### src/sv/scsu_pkg.sv
// Shared types, tag codes and window tables for the SCSU encoder.
package scsu_pkg;

  localparam int MAX_BYTES   = 5;
  localparam int LEN_W       = $clog2(MAX_BYTES + 1);
  localparam int IDX_W       = $clog2(MAX_BYTES);
  localparam int WIN_COUNT   = 8;
  localparam int WIN_W       = $clog2(WIN_COUNT);
  localparam int QUEUE_DEPTH = 4;
  localparam int QPTR_W      = $clog2(QUEUE_DEPTH);
  localparam int QCNT_W      = $clog2(QUEUE_DEPTH + 1);

  localparam logic [20:0] CP_MAX    = 21'h10FFFF;
  localparam logic [15:0] HIGH_BASE = 16'hD7C0;
  localparam logic [15:0] BOM       = 16'hFEFF;
  localparam logic [15:0] PRIV_LO   = 16'hE000;
  localparam logic [15:0] PRIV_HI   = 16'hF2FF;
  localparam logic [31:0] CTRL_PASS = 32'h0000_2601;

  localparam logic [7:0] TAG_SQ0 = 8'h01;
  localparam logic [7:0] TAG_SQU = 8'h0E;
  localparam logic [7:0] TAG_SCU = 8'h0F;
  localparam logic [7:0] TAG_SC0 = 8'h10;
  localparam logic [7:0] TAG_UC0 = 8'hE0;
  localparam logic [7:0] TAG_UQU = 8'hF0;

  localparam logic [15:0] DYN_OFFSET [WIN_COUNT] = '{
    16'h0080, 16'h00C0, 16'h0400, 16'h0600, 16'h0900, 16'h3040, 16'h30A0, 16'hFF00
  };
  localparam logic [15:0] STATIC_OFFSET [WIN_COUNT] = '{
    16'h0000, 16'h0080, 16'h0100, 16'h0300, 16'h2000, 16'h2080, 16'h2100, 16'h3000
  };

  typedef struct packed {
    logic [MAX_BYTES-1:0][7:0] seq;
    logic [LEN_W-1:0]          len;
  } entry_t;

  typedef struct packed {
    logic              full;
    logic              empty;
    logic [QCNT_W-1:0] count;
  } q_status_t;

endpackage

### src/sv/scsu_unicode_encoder_core.sv
// SCSU encoder top level: one code point in, one to five encoded bytes out (none if out of range).
// First byte of an item is offered once the item sits at the head of the queue.
// Throughput: one byte per cycle on the output while byte_stall is low; an item
// holds the output until all its bytes are taken through the single byte-wide port.
// Input takes one item per cycle while the four-entry queue has room.
// Reset (rst, synchronous): single-byte mode, window 0, queue empty.
module scsu_unicode_encoder_core (
  input  logic        clk,
  input  logic        rst,
  input  logic        cp_valid,
  output logic        cp_stall,
  input  logic [20:0] code_point,
  output logic        byte_valid,
  input  logic        byte_stall,
  output logic [7:0]  out_byte,
  output logic        last_byte
);

  // Front classifies each point against the mode and windows and builds its
  // complete byte sequence in the cycle it is accepted. Out-of-range points
  // are taken and dropped.
  logic                q_push;
  scsu_pkg::entry_t    q_push_entry;
  logic                q_pop;
  scsu_pkg::entry_t    q_head;
  scsu_pkg::q_status_t q_stat;

  scsu_front u_front (
    .clk        (clk),
    .rst        (rst),
    .cp_valid   (cp_valid),
    .cp_stall   (cp_stall),
    .code_point (code_point),
    .queue_full (q_stat.full),
    .push       (q_push),
    .push_entry (q_push_entry)
  );

  // Queue decouples the two sides: the front keeps taking items while the
  // back is held by byte_stall, as long as the queue has room.
  scsu_queue u_queue (
    .clk        (clk),
    .rst        (rst),
    .push       (q_push),
    .push_entry (q_push_entry),
    .pop        (q_pop),
    .head       (q_head),
    .status     (q_stat)
  );

  // Back walks the head entry byte by byte and retires it on its last byte.
  scsu_back u_back (
    .clk        (clk),
    .rst        (rst),
    .head       (q_head),
    .status     (q_stat),
    .pop        (q_pop),
    .byte_valid (byte_valid),
    .byte_stall (byte_stall),
    .out_byte   (out_byte),
    .last_byte  (last_byte)
  );

`ifndef NO_ASSERTIONS
  a_no_push_when_full: assert property (@(posedge clk) disable iff (rst)
    !(q_push && q_stat.full))
    else $error("push into a full queue");

  a_pop_on_last_only: assert property (@(posedge clk) disable iff (rst)
    q_pop |-> (byte_valid && !byte_stall && last_byte))
    else $error("queue popped before the last byte was taken");

  a_count_bound: assert property (@(posedge clk) disable iff (rst)
    q_stat.count <= scsu_pkg::QCNT_W'(scsu_pkg::QUEUE_DEPTH))
    else $error("queue count beyond depth");

  a_head_len_legal: assert property (@(posedge clk) disable iff (rst)
    !q_stat.empty |-> (q_head.len != '0 &&
                       q_head.len <= scsu_pkg::LEN_W'(scsu_pkg::MAX_BYTES)))
    else $error("queued sequence length out of range");
`endif

endmodule

### src/sv/scsu_front.sv
// Front end: accept code points, track mode and window, build byte sequences.
module scsu_front (
  input  logic                clk,
  input  logic                rst,
  input  logic                cp_valid,
  output logic                cp_stall,
  input  logic [20:0]         code_point,
  input  logic                queue_full,
  output logic                push,
  output scsu_pkg::entry_t    push_entry
);

  logic                        unicode_mode, unicode_mode_next;
  logic [scsu_pkg::WIN_W-1:0]  active_window, active_window_next;

  logic [15:0] cp16;
  logic        accept, in_range, is_bmp, is_ascii, is_ctrl_quoted, is_priv;
  logic [16:0] dyn_diff [scsu_pkg::WIN_COUNT];
  logic [16:0] sta_diff [scsu_pkg::WIN_COUNT];
  logic [scsu_pkg::WIN_COUNT-1:0] dyn_hit, sta_hit;
  logic        dyn_any, sta_any;
  logic [scsu_pkg::WIN_W-1:0] dyn_sel, sta_sel;
  logic [7:0]  dyn_byte, sta_byte, act_byte;
  logic [15:0] hs, ls;
  scsu_pkg::entry_t e;

  assign cp16     = code_point[15:0];
  assign accept   = cp_valid && !cp_stall;
  assign cp_stall = queue_full;
  assign in_range = code_point <= scsu_pkg::CP_MAX;
  assign is_bmp   = code_point[20:16] == 5'd0;
  assign is_ascii = cp16[15:7] == 9'd0;
  assign is_ctrl_quoted = (cp16[15:5] == 11'd0) && !scsu_pkg::CTRL_PASS[cp16[4:0]];
  assign is_priv  = (cp16 >= scsu_pkg::PRIV_LO) && (cp16 <= scsu_pkg::PRIV_HI);
  assign hs       = scsu_pkg::HIGH_BASE + {5'd0, code_point[20:10]};
  assign ls       = {6'b110111, code_point[9:0]};

  // Window hits: all sixteen compares run side by side, lowest index wins.
  always_comb begin
    dyn_any = 1'b0;
    sta_any = 1'b0;
    dyn_sel = '0;
    sta_sel = '0;
    for (int i = 0; i < scsu_pkg::WIN_COUNT; i++) begin
      dyn_diff[i] = {1'b0, cp16} - {1'b0, scsu_pkg::DYN_OFFSET[i]};
      sta_diff[i] = {1'b0, cp16} - {1'b0, scsu_pkg::STATIC_OFFSET[i]};
      dyn_hit[i]  = !dyn_diff[i][16] && (dyn_diff[i][15:7] == 9'd0);
      sta_hit[i]  = !sta_diff[i][16] && (sta_diff[i][15:7] == 9'd0);
    end
    for (int i = scsu_pkg::WIN_COUNT - 1; i >= 0; i--) begin
      if (dyn_hit[i]) begin
        dyn_any = 1'b1;
        dyn_sel = scsu_pkg::WIN_W'(i);
      end
      if (sta_hit[i]) begin
        sta_any = 1'b1;
        sta_sel = scsu_pkg::WIN_W'(i);
      end
    end
  end

  assign dyn_byte = {1'b1, dyn_diff[dyn_sel][6:0]};
  assign sta_byte = {1'b0, sta_diff[sta_sel][6:0]};
  assign act_byte = {1'b1, dyn_diff[active_window][6:0]};

  always_comb begin
    e                  = '0;
    unicode_mode_next  = unicode_mode;
    active_window_next = active_window;
    if (!is_bmp) begin
      // Surrogate halves lie in no window and outside the private-use range.
      if (!unicode_mode) begin
        e.seq[0] = scsu_pkg::TAG_SCU;
        e.seq[1] = hs[15:8];
        e.seq[2] = hs[7:0];
        e.seq[3] = ls[15:8];
        e.seq[4] = ls[7:0];
        e.len    = scsu_pkg::LEN_W'(5);
        unicode_mode_next = 1'b1;
      end else begin
        e.seq[0] = hs[15:8];
        e.seq[1] = hs[7:0];
        e.seq[2] = ls[15:8];
        e.seq[3] = ls[7:0];
        e.len    = scsu_pkg::LEN_W'(4);
      end
    end else if (!unicode_mode) begin
      if (is_ascii) begin
        if (is_ctrl_quoted) begin
          e.seq[0] = scsu_pkg::TAG_SQ0;
          e.seq[1] = cp16[7:0];
          e.len    = scsu_pkg::LEN_W'(2);
        end else begin
          e.seq[0] = cp16[7:0];
          e.len    = scsu_pkg::LEN_W'(1);
        end
      end else if (dyn_hit[active_window]) begin
        e.seq[0] = act_byte;
        e.len    = scsu_pkg::LEN_W'(1);
      end else if (dyn_any) begin
        e.seq[0] = scsu_pkg::TAG_SC0 + {5'd0, dyn_sel};
        e.seq[1] = dyn_byte;
        e.len    = scsu_pkg::LEN_W'(2);
        active_window_next = dyn_sel;
      end else if (sta_any) begin
        e.seq[0] = scsu_pkg::TAG_SQ0 + {5'd0, sta_sel};
        e.seq[1] = sta_byte;
        e.len    = scsu_pkg::LEN_W'(2);
      end else if (cp16 == scsu_pkg::BOM) begin
        e.seq[0] = scsu_pkg::TAG_SQU;
        e.seq[1] = cp16[15:8];
        e.seq[2] = cp16[7:0];
        e.len    = scsu_pkg::LEN_W'(3);
      end else begin
        e.seq[0] = scsu_pkg::TAG_SCU;
        unicode_mode_next = 1'b1;
        if (is_priv) begin
          e.seq[1] = scsu_pkg::TAG_UQU;
          e.seq[2] = cp16[15:8];
          e.seq[3] = cp16[7:0];
          e.len    = scsu_pkg::LEN_W'(4);
        end else begin
          e.seq[1] = cp16[15:8];
          e.seq[2] = cp16[7:0];
          e.len    = scsu_pkg::LEN_W'(3);
        end
      end
    end else begin
      if (is_ascii) begin
        e.seq[0] = scsu_pkg::TAG_UC0 + {5'd0, active_window};
        unicode_mode_next = 1'b0;
        if (is_ctrl_quoted) begin
          e.seq[1] = scsu_pkg::TAG_SQ0;
          e.seq[2] = cp16[7:0];
          e.len    = scsu_pkg::LEN_W'(3);
        end else begin
          e.seq[1] = cp16[7:0];
          e.len    = scsu_pkg::LEN_W'(2);
        end
      end else if (dyn_any) begin
        e.seq[0] = scsu_pkg::TAG_UC0 + {5'd0, dyn_sel};
        e.seq[1] = dyn_byte;
        e.len    = scsu_pkg::LEN_W'(2);
        active_window_next = dyn_sel;
        unicode_mode_next  = 1'b0;
      end else if (is_priv) begin
        e.seq[0] = scsu_pkg::TAG_UQU;
        e.seq[1] = cp16[15:8];
        e.seq[2] = cp16[7:0];
        e.len    = scsu_pkg::LEN_W'(3);
      end else begin
        e.seq[0] = cp16[15:8];
        e.seq[1] = cp16[7:0];
        e.len    = scsu_pkg::LEN_W'(2);
      end
    end
  end

  // Drop out-of-range points: no push, no state change.
  assign push       = accept && in_range;
  assign push_entry = e;

  always_ff @(posedge clk) begin
    if (rst) begin
      unicode_mode  <= 1'b0;
      active_window <= '0;
    end else if (push) begin
      unicode_mode  <= unicode_mode_next;
      active_window <= active_window_next;
    end
  end

endmodule

### src/sv/scsu_queue.sv
// Short queue of encoded byte sequences between the front and back ends.
module scsu_queue (
  input  logic                 clk,
  input  logic                 rst,
  input  logic                 push,
  input  scsu_pkg::entry_t     push_entry,
  input  logic                 pop,
  output scsu_pkg::entry_t     head,
  output scsu_pkg::q_status_t  status
);

  scsu_pkg::entry_t             slots [scsu_pkg::QUEUE_DEPTH];
  logic [scsu_pkg::QPTR_W-1:0]  wr_ptr, wr_ptr_next;
  logic [scsu_pkg::QPTR_W-1:0]  rd_ptr, rd_ptr_next;
  logic [scsu_pkg::QCNT_W-1:0]  count, count_next;

  localparam logic [scsu_pkg::QPTR_W-1:0] LAST_SLOT = scsu_pkg::QPTR_W'(scsu_pkg::QUEUE_DEPTH - 1);

  always_comb begin
    wr_ptr_next = wr_ptr;
    rd_ptr_next = rd_ptr;
    count_next  = count;
    if (push) begin
      wr_ptr_next = (wr_ptr == LAST_SLOT) ? '0 : wr_ptr + 1'b1;
    end
    if (pop) begin
      rd_ptr_next = (rd_ptr == LAST_SLOT) ? '0 : rd_ptr + 1'b1;
    end
    if (push && !pop) begin
      count_next = count + 1'b1;
    end else if (pop && !push) begin
      count_next = count - 1'b1;
    end
  end

  always_ff @(posedge clk) begin
    if (rst) begin
      wr_ptr <= '0;
      rd_ptr <= '0;
      count  <= '0;
    end else begin
      wr_ptr <= wr_ptr_next;
      rd_ptr <= rd_ptr_next;
      count  <= count_next;
    end
  end

  always_ff @(posedge clk) begin
    if (push) begin
      slots[wr_ptr] <= push_entry;
    end
  end

  assign head         = slots[rd_ptr];
  assign status.full  = count == scsu_pkg::QCNT_W'(scsu_pkg::QUEUE_DEPTH);
  assign status.empty = count == '0;
  assign status.count = count;

endmodule

### src/sv/scsu_back.sv
// Back end: send the head sequence one byte at a time, mark the last byte.
module scsu_back (
  input  logic                 clk,
  input  logic                 rst,
  input  scsu_pkg::entry_t     head,
  input  scsu_pkg::q_status_t  status,
  output logic                 pop,
  output logic                 byte_valid,
  input  logic                 byte_stall,
  output logic [7:0]           out_byte,
  output logic                 last_byte
);

  logic [scsu_pkg::IDX_W-1:0] idx, idx_next;
  logic                       sent;

  assign byte_valid = !status.empty;
  assign out_byte   = head.seq[idx];
  assign last_byte  = (scsu_pkg::LEN_W'(idx) + scsu_pkg::LEN_W'(1)) == head.len;
  assign sent       = byte_valid && !byte_stall;
  assign pop        = sent && last_byte;

  always_comb begin
    idx_next = idx;
    if (sent) begin
      idx_next = last_byte ? '0 : idx + 1'b1;
    end
  end

  always_ff @(posedge clk) begin
    if (rst) begin
      idx <= '0;
    end else begin
      idx <= idx_next;
    end
  end

endmodule

### config.mk
export PLATFORM = sky130hd
export DESIGN_NAME = scsu_unicode_encoder_core
export DESIGN_NICKNAME = d
export VERILOG_FILES = /design/src/sv/scsu_pkg.sv /design/src/sv/scsu_unicode_encoder_core.sv /design/src/sv/scsu_front.sv /design/src/sv/scsu_queue.sv /design/src/sv/scsu_back.sv
export SDC_FILE = /design/constraint.sdc
export NUM_CORES = 1
export LEC_CHECK = 0
export ABC_AREA = 1
export BUFFER_PORTS_ARGS = -buffer_cell sky130_fd_sc_hd__buf_4
export CAP_MARGIN = 40
export CORE_MARGIN = 2
export CORE_UTILIZATION = 30
export CTS_BUF_LIST = sky130_fd_sc_hd__clkbuf_8
export CTS_CLUSTER_DIAMETER = 30
export DETAILED_ROUTE_END_ITERATION = 10
export SYNTH_ARGS = -nofsm -noshare
export SYNTH_HDL_FRONTEND = slang
export SYNTH_HIERARCHICAL = 1
export SYNTH_SLANG_ARGS = --single-unit
### constraint.sdc
create_clock -name clk -period 6.6 [get_ports clk]
set_input_delay 0.66 -clock clk [delete_from_list [all_inputs] [get_ports clk]]
set_output_delay 0.66 -clock clk [all_outputs]
set_load 0.01 [all_outputs]
; ---- Yosys cells after proc, flatten, opt, wreduce, memory -nomap -nowiden
; Memories as Yosys holds them, arrays and structs flattened. A register that Yosys moved wholly into a read port is not among the register bits.
; Cells that the tools add are included.
; W data, S select, Z words.
[word_totals]
ram_bits = 172
romBits = 32
mem_count = 2
inputBits = 25
reg_bits = 14
[memory_table]
columns = name, depth, width, rd, rd_ports_with_merged_regs, wr, line_no
row1 = u_queue.slots, 4, 43, 1, 1, 1, scsu_queue.sv:12  ; scsu_pkg::entry_t slots [scsu_pkg::QUEUE_DEPTH];
row2 = (name not given), 32, 1, 1, 0, 0, scsu_front.sv:33  ; assign is_ctrl_quoted = (cp16[15:5] == 11'd0) && !scsu_pkg::CTRL_PASS[cp16[4:0]];
[classes]
n_reduce_logical = 62
addsub = 24
muxes = 102
magnitude_cmp = 9
n_eq_ne = 6
bitwise_logic = 4
[ops]
columns = op, n
row1 = $mux W27, 9
row2 = $bmux W17 S3, 3
row3 = $logic_not A9 Y1, 15
row4 = $sub A16 B14 Y17 const B, 6
row5 = $mux W19, 5
row6 = $mux W3, 25
row7 = $mux W8, 9
row8 = $mux W35, 2
row9 = $mux W16, 4
row10 = $mux W7, 6
row11 = $sub A16 B11 Y17 const B, 2
row12 = $sub A16 B8 Y17 const B, 2
row13 = $mux W1, 30
row14 = $bmux W8 S3, 1
row15 = $mux W24, 1
row16 = $logic_and A1 B1 Y1, 22
row17 = $mux W11, 2
row18 = $le A21 B21 Y1 const B, 1
row19 = $logic_not A1 Y1, 20
row20 = $sub A16 B10 Y17 const B, 1
row21 = $sub A16 B12 Y17 const B, 1
row22 = $sub A16 B16 Y17 const B, 1
row23 = $sub A16 B9 Y17 const B, 1
row24 = $add A15 B12 Y16 const A, 1
row25 = other kinds (25), 37

; ---- Logic depth before layout (Yosys ltp)
; Gate-level depths: netlist (run 1).
[logic_depth]
depth_word = 23
ltp_mapped = 27

; ---- Cells and area by module
; The synthesis (run 1) kept the hierarchy.
[modules_own_cells]
columns = mod, instances, cells_per_inst, seq_area_each_um2, area_per_inst_um2
row1 = scsu_queue, 1, 474, 5345.1, 6812.8
row2 = scsu_front, 1, 788, 80.1, 4082.7
row3 = scsu_back, 1, 119, 60.1, 593.1

; ---- Least setup slack after synthesis (run 1)
; OpenSTA, ideal clock, no wires.
[synth_timing]
path_type = input to register
startpoint = input code_point[8]
endpoint = memory u_queue/slots[0][32] (netlist bit) (data pin)
t_arrival_ns = 2.989
path_stages = 24
setup_slack_ns = 3.434
path_buffers = 3
required_ns = 6.423
cell_sequence = buf_6 > inv_4 > buf_4 > ha_1 > buf_4 > inv_2 > nand2_2 > nand2_2 > inv_2 > nand2_1 > nand2_1 > nand3_2 > nor2_1 > nand2_2 > nand2_1 > nor2_2 > nand2_4 > nor2_8 > nand2_4 > nor2_4 > nand2_2 > nand2_4 > inv_4 > nor3_2
[synth_rtl]
columns = element, line_no
row1 = from (decl), scsu_unicode_encoder_core.sv:12  ; input logic [20:0] code_point,
row2 = to (decl), scsu_queue.sv:12

==> run_summary.xml, run 1 <==
<?xml version="1.0" encoding="UTF-8"?>
<metrics>
  <group name="global_routing">
    <metric name="grt_pass1_vias" unit="">9133</metric>
    <metric name="grt_antenna_before_repair" unit="">1</metric>
    <metric name="track_usage" unit="%">17.8</metric>
    <metric name="grt_overflow" unit="">0</metric>
    <metric name="grt_max_degree" unit="">87</metric>
    <metric name="grt_pass1_wl" unit="um">54000</metric>
  </group>
  <group name="synthesis">
    <metric name="synth-xor-area-share" unit="%">1.29</metric>
    <metric name="synth.top_cell.area_share" unit="%">45.0</metric>
    <metric name="synth_fa_ha_area_share" unit="%">3.33</metric>
    <metric name="synth-simple-area-share" unit="%">25.9</metric>
    <metric name="yosys_most_used_dff" unit="">edfxtp_1</metric>
    <metric name="post_synth_mux_area_share" unit="%">0</metric>
    <metric name="postSynth.asyncResetShare" unit="%">0</metric>
    <metric name="library_cell_with_the_highest_instance_count_after_synthesis" unit="">nand2_1</metric>
    <metric name="main_combinational_cell_family_by_area_after_synthesis" unit="">simple AND/OR/NAND/NOR gates</metric>
    <metric name="synth-edff-count" unit="">172</metric>
    <metric name="ys_warn_count" unit="">6</metric>
    <metric name="post_synth_inst_count" unit="">1381</metric>
    <metric name="yosys-top-cells-count" unit="">nand2_1, nor2_1, edfxtp_1</metric>
    <metric name="synthesis_stage_register_bit_count" unit="">188</metric>
    <metric name="seq_area_frac_synth" unit="%">47.7</metric>
    <metric name="synth-compound-area-share" unit="%">13.5</metric>
    <metric name="postSynthNetCount" unit="">1436</metric>
    <metric name="synth.top_cells.by_area" unit="">edfxtp_1, nand2_1, nor2_1, o21ai_0, nand3_1</metric>
    <metric name="synth_largest_area_cell" unit="">edfxtp_1</metric>
    <metric name="netlist_area_before_placement" unit="um2">11500</metric>
    <metric name="syn_area_per_cell" unit="um2">8.32</metric>
    <metric name="synth.lib_cells_used.distinct" unit="">52</metric>
  </group>
  <group name="setup_path">
    <metric name="start_kind" unit="">primary input</metric>
    <metric name="critPathArrivalTime" unit="ns">4.02</metric>
    <metric name="setup.worst_path.class" unit="">primary input to register</metric>
    <metric name="worst_r2r_setup_slack" unit="ns">3.21</metric>
    <metric name="worst_path_max_delay_cell" unit="">clkinv_1</metric>
    <metric name="cp_slowest_stage_delay" unit="ns">0.64</metric>
    <metric name="cp-end-kind" unit="">register</metric>
    <metric name="critical_path_required" unit="ns">6.76</metric>
    <metric name="critical_path.cell_chain" unit="">buf_4 -&gt; inv_1 -&gt; ha_1 -&gt; nand2_1 -&gt; nor2_2 -&gt; inv_1 -&gt; nand2_1 -&gt; clkinv_1 -&gt; a22oi_1 -&gt; o21ai_0</metric>
    <metric name="critPathTopFamily" unit="">buffers and inverters</metric>
    <metric name="critical_path_buf_inv_count" unit="">4</metric>
    <metric name="path_max_fanout" unit="">19</metric>
  </group>
  <group name="floorplan">
    <metric name="boundaryPins" unit="">36</metric>
    <metric name="core_area" unit="um2">37700</metric>
    <metric name="num_rows" unit="">71</metric>
    <metric name="die_area" unit="um2">39900</metric>
    <metric name="die_w" unit="um">200</metric>
    <metric name="floorplan.initialDensity" unit="%">30.5</metric>
    <metric name="vertical_die_dimension" unit="um">200</metric>
  </group>
  <group name="clock_tree">
    <metric name="cts_tree" unit="">done</metric>
    <metric name="clk_lat_worst_skew" unit="ns">0.46</metric>
    <metric name="clk_pin_slew" unit="ns">0.09</metric>
    <metric name="level_count_of_the_clock_h_tree" unit="">4</metric>
    <metric name="cts_inserted_buffers" unit="">17</metric>
    <metric name="max-clock-path-buffers" unit="">2</metric>
    <metric name="post-cts-setup-buffers" unit="">0</metric>
    <metric name="cts_repair_resize_count" unit="">0</metric>
    <metric name="cts_sinks" unit="">188</metric>
    <metric name="clock_tree.root_cell" unit="">clkbuf_8</metric>
    <metric name="hold_buf_cts" unit="">0</metric>
  </group>
  <group name="pwr">
    <metric name="power_density" unit="nW/um2">231</metric>
    <metric name="ir_drop" unit="mV">0.110</metric>
    <metric name="leakage" unit="nW">4.91</metric>
  </group>
  <group name="run_status">
    <metric name="run_status" unit="">finished, final reports clean</metric>
  </group>
  <group name="final_layout">
    <metric name="finalNonFillerCells" unit="">1899</metric>
    <metric name="layout-area-overhead-vs-synth" unit="%">8.27</metric>
    <metric name="nets" unit="">1430</metric>
    <metric name="layout-drive-gt1-share" unit="%">11.2</metric>
    <metric name="antennaDiodeCount" unit="">0</metric>
  </group>
  <group name="sta">
    <metric name="fmax" unit="MHz">259</metric>
    <metric name="period_share" unit="%">58.5</metric>
    <metric name="final_hold_viol_count" unit="">0</metric>
    <metric name="worst_slew_margin" unit="%">39.1</metric>
    <metric name="number_of_max_slew_violations_in_the_final_report" unit="">0</metric>
    <metric name="fin_setup_tns" unit="ns">0</metric>
    <metric name="final-setup-viol-count" unit="">0</metric>
    <metric name="period_needed" unit="ns">3.86</metric>
    <metric name="clock_skew" unit="ns">0.0137</metric>
    <metric name="rsz0062_at_grt" unit="">false</metric>
    <metric name="worst_max_slew_pin_slew" unit="ns">0.913</metric>
  </group>
  <group name="placed_design">
    <metric name="place.detailed.hpwl" unit="um">23900</metric>
    <metric name="placed_cells_incl_taps" unit="">1867</metric>
    <metric name="port-buffer-count" unit="">35</metric>
    <metric name="rd_place_congestion" unit="">0.964</metric>
  </group>
  <group name="route">
    <metric name="drcViolationCount" unit="">0</metric>
    <metric name="routed_via_count" unit="">9799</metric>
    <metric name="post_drt_via_cell_ratio" unit="">5.16</metric>
    <metric name="drt_pass1_iterations" unit="">5</metric>
    <metric name="antenna_violating_nets_post_route" unit="">0</metric>
    <metric name="drt_iter0_drc" unit="">1169</metric>
    <metric name="wl_per_cell" unit="um">18.4</metric>
    <metric name="drt_wl_total" unit="um">34900</metric>
  </group>
  <group name="worst_hold_path">
    <metric name="hold_path.class" unit="">primary input to register</metric>
  </group>
  <group name="flow_run">
    <metric name="maxCapViolations" unit="">0</metric>
  </group>
</metrics>
## final timing paths
check / start / end / cells past startpoint
worst max-delay path: code_point[16] / u_queue/slots[2][28] / 10
worst min-delay path: rst / u_queue/wr_ptr[0] / 2
worst max register to register: register / u_queue/count[1] / 16
worst min register to register: u_queue/wr_ptr[1] / u_queue/wr_ptr[1] / 2
## per-stage QoR
stage	hold WS (ns)	utilization (%)	setup WS (ns)	cell area, um2	total power, mW
2_1_floorplan	0.490	-	3.43	11500	1.88
3_3_place_gp	0.517	31.9	2.51	12000	2.11
3_5_place_dp	0.528	31.9	2.38	12000	2.12
4_1_cts	0.430	33.0	2.86	12400	2.89
5_1_grt	0.430	33.0	2.45	12400	3.02
6_report	0.455	33.0	2.74	12400	2.87
## cell type report
type / count / area (um2)
clock buffers: 20 / 275
clock inverters: 12 / 136
well taps: 511 / 639
inverters: 129 / 498
fillers: 4014 / 25200
repair buffers: 44 / 343
multi-input cells: 995 / 5060
flip-flops and latches: 188 / 5490
## cells by family (layout without fill, tap and decap cells)
| group | after synthesis | after routing |
|---|---|---|
| compound gates | 276 | 276 |
| simple gates | 673 | 673 |
| flops | 188 | 188 |
| buf+inv | 198 | 205 |
| fa+ha+maj | 30 | 30 |
| xor+xnor | 16 | 16 |
## state kept, by name (all words and copies together) (netlist names), named ones only
register,count
u_queue/slots,172
u_back/idx,3
u_front/active_window,3
u_queue/count,3
u_queue/rd_ptr,2
u_queue/wr_ptr,2
u_front/unicode_mode,1
## cell usage in the layout, fill, tap and decap left out, types with 5 or more instances in the layout
cell type and count:
a21oi_1 38, a22oi_1 5, buf_4 43, clkbuf_8 20
dfxtp_1 15, edfxtp_1 172, ha_1 29, inv_1 100
inv_2 22, inv_6 6, nand2_1 301, nand2_2 14
nand3_1 107, nand3_2 5, nand4_1 13, nor2_1 179
nor2_2 9, nor2_4 9, nor3_1 18, o211ai_1 9
o21ai_0 133, o21ai_1 17, o22ai_1 49, xor2_1 13
## report_power, final
group / switching, mW / internal (mW) / leakage (nW) / total (mW)
clock network: 0.404 / 0.372 / 0.208 / 0.776
logic: 0.478 / 0.217 / 3.03 / 0.696
registers: 0.0349 / 1.36 / 1.67 / 1.40
## routing by layer
| metal | routed length [um] | vias to the layer above | global-route usage, % |
|---|---|---|---|
| met3 | 2360 | 43 | 2.87 |
| met2 | 16300 | 385 | 28.3 |
| met5 | 13 | - | 0 |
| li1 | - | 4702 | - |
| met1 | 15600 | 4667 | 25.0 |
| met4 | 606 | 2 | 4.66 |
Power figures use the tool's default switching activity.
==> run 2, diff against run 1 <==
ABC_AREA = 0   (was 1)
clock period = 3.4 ns   (was 6.6 ns; I/O delays follow)
==> run 2 against run 1 <==
Compared with the run above:
- count of clock-buffer cells in the layout decreased by 3
- via count decreased by 15%
- sequential power increased by 89%
- synthesized cell count decreased by 36%
- synthesized area decreased by 6.0%
- critical endpoint is now u_queue/slots[0][22]
- highest routed layer is now met4
==> run_summary.xml, run 2 <==
<?xml version="1.0" encoding="UTF-8"?>
<metrics>
  <group name="synthesis">
    <metric name="synth.lib_cells_used.distinct" unit="">91</metric>
    <metric name="yosys-top-cells-count" unit="">edfxtp_1, nand2_1, nor2_1</metric>
    <metric name="yosys_most_used_dff" unit="">edfxtp_1</metric>
    <metric name="synthesis_stage_register_bit_count" unit="">188</metric>
    <metric name="synth-edff-count" unit="">172</metric>
    <metric name="postSynthNetCount" unit="">940</metric>
    <metric name="post_synth_inst_count" unit="">885</metric>
    <metric name="synth_largest_area_cell" unit="">edfxtp_1</metric>
    <metric name="netlist_area_before_placement" unit="um2">10800</metric>
    <metric name="library_cell_with_the_highest_instance_count_after_synthesis" unit="">edfxtp_1</metric>
    <metric name="postSynth.asyncResetShare" unit="%">0</metric>
    <metric name="synth.top_cells.by_area" unit="">edfxtp_1, mux4_2, ha_1, dfxtp_1, nand2_1</metric>
    <metric name="ys_warn_count" unit="">6</metric>
    <metric name="syn_area_per_cell" unit="um2">12.2</metric>
    <metric name="synth.top_cell.area_share" unit="%">47.8</metric>
    <metric name="seq_area_frac_synth" unit="%">50.8</metric>
  </group>
  <group name="clock_tree">
    <metric name="post-cts-setup-buffers" unit="">0</metric>
    <metric name="cts_inserted_buffers" unit="">17</metric>
    <metric name="max-clock-path-buffers" unit="">2</metric>
    <metric name="cts_tree" unit="">done</metric>
    <metric name="hold_buf_cts" unit="">0</metric>
    <metric name="cts_sinks" unit="">188</metric>
    <metric name="clk_pin_slew" unit="ns">0.11</metric>
    <metric name="level_count_of_the_clock_h_tree" unit="">4</metric>
    <metric name="clk_lat_worst_skew" unit="ns">0.47</metric>
    <metric name="clock_tree.root_cell" unit="">clkbuf_8</metric>
    <metric name="cts_repair_resize_count" unit="">0</metric>
  </group>
  <group name="floorplan">
    <metric name="floorplan.initialDensity" unit="%">30.4</metric>
    <metric name="die_w" unit="um">194</metric>
    <metric name="die_area" unit="um2">37500</metric>
    <metric name="boundaryPins" unit="">36</metric>
    <metric name="num_rows" unit="">69</metric>
    <metric name="vertical_die_dimension" unit="um">194</metric>
    <metric name="core_area" unit="um2">35500</metric>
  </group>
  <group name="setup_path">
    <metric name="worst_path_max_delay_cell" unit="">a221o_1</metric>
    <metric name="reg2reg_depth" unit="">11</metric>
    <metric name="start_kind" unit="">primary input</metric>
    <metric name="critical_path.most_common_cell" unit="">buf_4</metric>
    <metric name="path_max_fanout" unit="">8</metric>
    <metric name="worst_r2r_setup_slack" unit="ns">0.35</metric>
    <metric name="critical_path.cell_chain" unit="">buf_4 -&gt; inv_1 -&gt; ha_1 -&gt; buf_4 -&gt; nand2b_1 -&gt; a311o_1 -&gt; nor4_1 -&gt; buf_4 -&gt; and2_1 -&gt; and3b_1 -&gt; and3_1 -&gt; nand2_2 -&gt; nor3_1 -&gt; a221o_1</metric>
    <metric name="critPathArrivalTime" unit="ns">3.41</metric>
    <metric name="cp-end-kind" unit="">register</metric>
    <metric name="cp-startpoint" unit="">code_point[9]</metric>
    <metric name="setup.worst_path.class" unit="">primary input to register</metric>
    <metric name="cp_slowest_stage_delay" unit="ns">0.45</metric>
    <metric name="critical_path_required" unit="ns">3.59</metric>
  </group>
  <group name="route">
    <metric name="post_drt_via_cell_ratio" unit="">5.53</metric>
    <metric name="drcViolationCount" unit="">0</metric>
    <metric name="antenna_violating_nets_post_route" unit="">0</metric>
    <metric name="routed_via_count" unit="">8324</metric>
    <metric name="wl_per_cell" unit="um">21.2</metric>
    <metric name="drt_pass1_iterations" unit="">7</metric>
    <metric name="drt_iter0_drc" unit="">834</metric>
    <metric name="drt_wl_total" unit="um">32000</metric>
  </group>
  <group name="final_layout">
    <metric name="finalNonFillerCells" unit="">1505</metric>
    <metric name="layout_common_cells" unit="">buf_4, edfxtp_1, nand2_1</metric>
    <metric name="seq_area" unit="um2">5490</metric>
    <metric name="layout-area-overhead-vs-synth" unit="%">20.1</metric>
    <metric name="registers.top_by_ff_count" unit="">u_queue/slots</metric>
    <metric name="filler_cell_count" unit="">3453</metric>
    <metric name="most_common_cell_after_layout_fill_and_taps_aside" unit="">buf_4</metric>
    <metric name="nets" unit="">1086</metric>
    <metric name="largest_register_ffs" unit="">172</metric>
    <metric name="antennaDiodeCount" unit="">0</metric>
    <metric name="layout-drive-gt1-share" unit="%">29.4</metric>
    <metric name="multi_input_area" unit="um2">4840</metric>
    <metric name="fin_util" unit="%">36.6</metric>
    <metric name="design_area" unit="um2">13000</metric>
  </group>
  <group name="sta">
    <metric name="number_of_max_slew_violations_in_the_final_report" unit="">0</metric>
    <metric name="fmax" unit="MHz">310</metric>
    <metric name="final-setup-viol-count" unit="">0</metric>
    <metric name="worst_max_slew_pin_slew" unit="ns">0.697</metric>
    <metric name="worst_slew_margin" unit="%">53.3</metric>
    <metric name="rsz0062_at_grt" unit="">false</metric>
    <metric name="final_hold_viol_count" unit="">0</metric>
    <metric name="fin_setup_tns" unit="ns">0</metric>
    <metric name="period_needed" unit="ns">3.22</metric>
    <metric name="period_share" unit="%">94.8</metric>
    <metric name="clock_skew" unit="ns">0.0225</metric>
  </group>
  <group name="placed_design">
    <metric name="rd_place_congestion" unit="">0.961</metric>
    <metric name="placed_cells_incl_taps" unit="">1473</metric>
    <metric name="placed_area" unit="um2">12600</metric>
    <metric name="place.detailed.hpwl" unit="um">23100</metric>
    <metric name="port-buffer-count" unit="">35</metric>
  </group>
  <group name="worst_hold_path">
    <metric name="hold-path-cell-count" unit="">2</metric>
    <metric name="hold_path.class" unit="">primary input to register</metric>
    <metric name="worst_hold_startpoint" unit="">rst</metric>
  </group>
  <group name="pwr">
    <metric name="ir_drop" unit="mV">0.237</metric>
    <metric name="power_density" unit="nW/um2">391</metric>
    <metric name="finalPower" unit="mW">5.07</metric>
    <metric name="leakage" unit="nW">4.56</metric>
  </group>
  <group name="global_routing">
    <metric name="track_usage" unit="%">17.0</metric>
    <metric name="grt_max_degree" unit="">44</metric>
    <metric name="grt_antenna_before_repair" unit="">0</metric>
    <metric name="grt_overflow" unit="">0</metric>
    <metric name="grt_pass1_wl" unit="um">49500</metric>
    <metric name="grt_pass1_vias" unit="">8274</metric>
  </group>
  <group name="run_status">
    <metric name="run_status" unit="">finished, final reports clean</metric>
  </group>
  <group name="flow_run">
    <metric name="maxCapViolations" unit="">0</metric>
  </group>
</metrics>
[run 2: cell count changes in the layout (fill, tap and decap cells not counted), sizes merged, moves of 16 or more]
| cell | delta |
|---|---|
| o21ai | -110 |
| nor2 | -143 |
| inv | -89 |
| a31oi | +16 |
| mux4 | +51 |
| nand3 | -81 |
| buf | +148 |
| o22ai | -44 |
| nand2 | -254 |
[run 2: cells by family after synthesis]
family          count (synthesis)  synth area share, %
fa+ha+maj                      30                 3.55
mux                            64                 12.0
buf+inv                        99                 4.63
xor+xnor                       22                 1.99
simple gates                  260                 12.7
compound gates                222                 14.3
flops                         188                 50.8
[run 2: cell type report]
class	instances	share of cell area, %
multi-input combinational	598	37.3
clock buffer	17	1.80
tap	461	4.45
clock inverter	15	1.33
inverter	34	0.984
timing repair buffer	192	11.8
sequential	188	42.3
[run 2: path summary, 6_finish.rpt]
check,endpoint
min,u_queue/count[2]
max reg2reg,u_queue/count[2]
min reg2reg,u_queue/count[2]
max,u_queue/slots[0][22]
[run 2: stage by stage]
stage	worst slack (ns)	hold slack [ns]
after detailed placement	-0.268	0.516
final	0.178	0.162
after CTS	0.0385	0.133
after global routing	0.00307	0.147
after floorplan	0.00299	0.409
after global placement	-0.257	0.492
[run 2: critical path: cells and delay by family]
kind / cells / cell delay (ns)
adder cells (fa/ha/maj): 1 / 0.26
buffers and inverters: 4 / 0.53
AND/OR/NAND/NOR: 7 / 1.46
AO/OA/AOI/OAI: 2 / 0.81
[run 2: power by group]
part | switching (mW) | total, mW | internal [mW]
Combinational | 0.516 | 0.894 | 0.378
Clock | 0.847 | 1.53 | 0.681
Sequential | 0.0279 | 2.65 | 2.62
Total | 1.39 | 5.07 | 3.68
[run 2: metal layers]
| layer | routed length (um) | global-route usage [%] | vias up |
|---|---|---|---|
| met5 | 0 | 0 | - |
| met1 | 14200 | 24.0 | 4156 |
| met4 | 550 | 4.55 | 0 |
| li1 | - | - | 3769 |
| met3 | 2450 | 3.04 | 36 |
| met2 | 14700 | 27.1 | 363 |
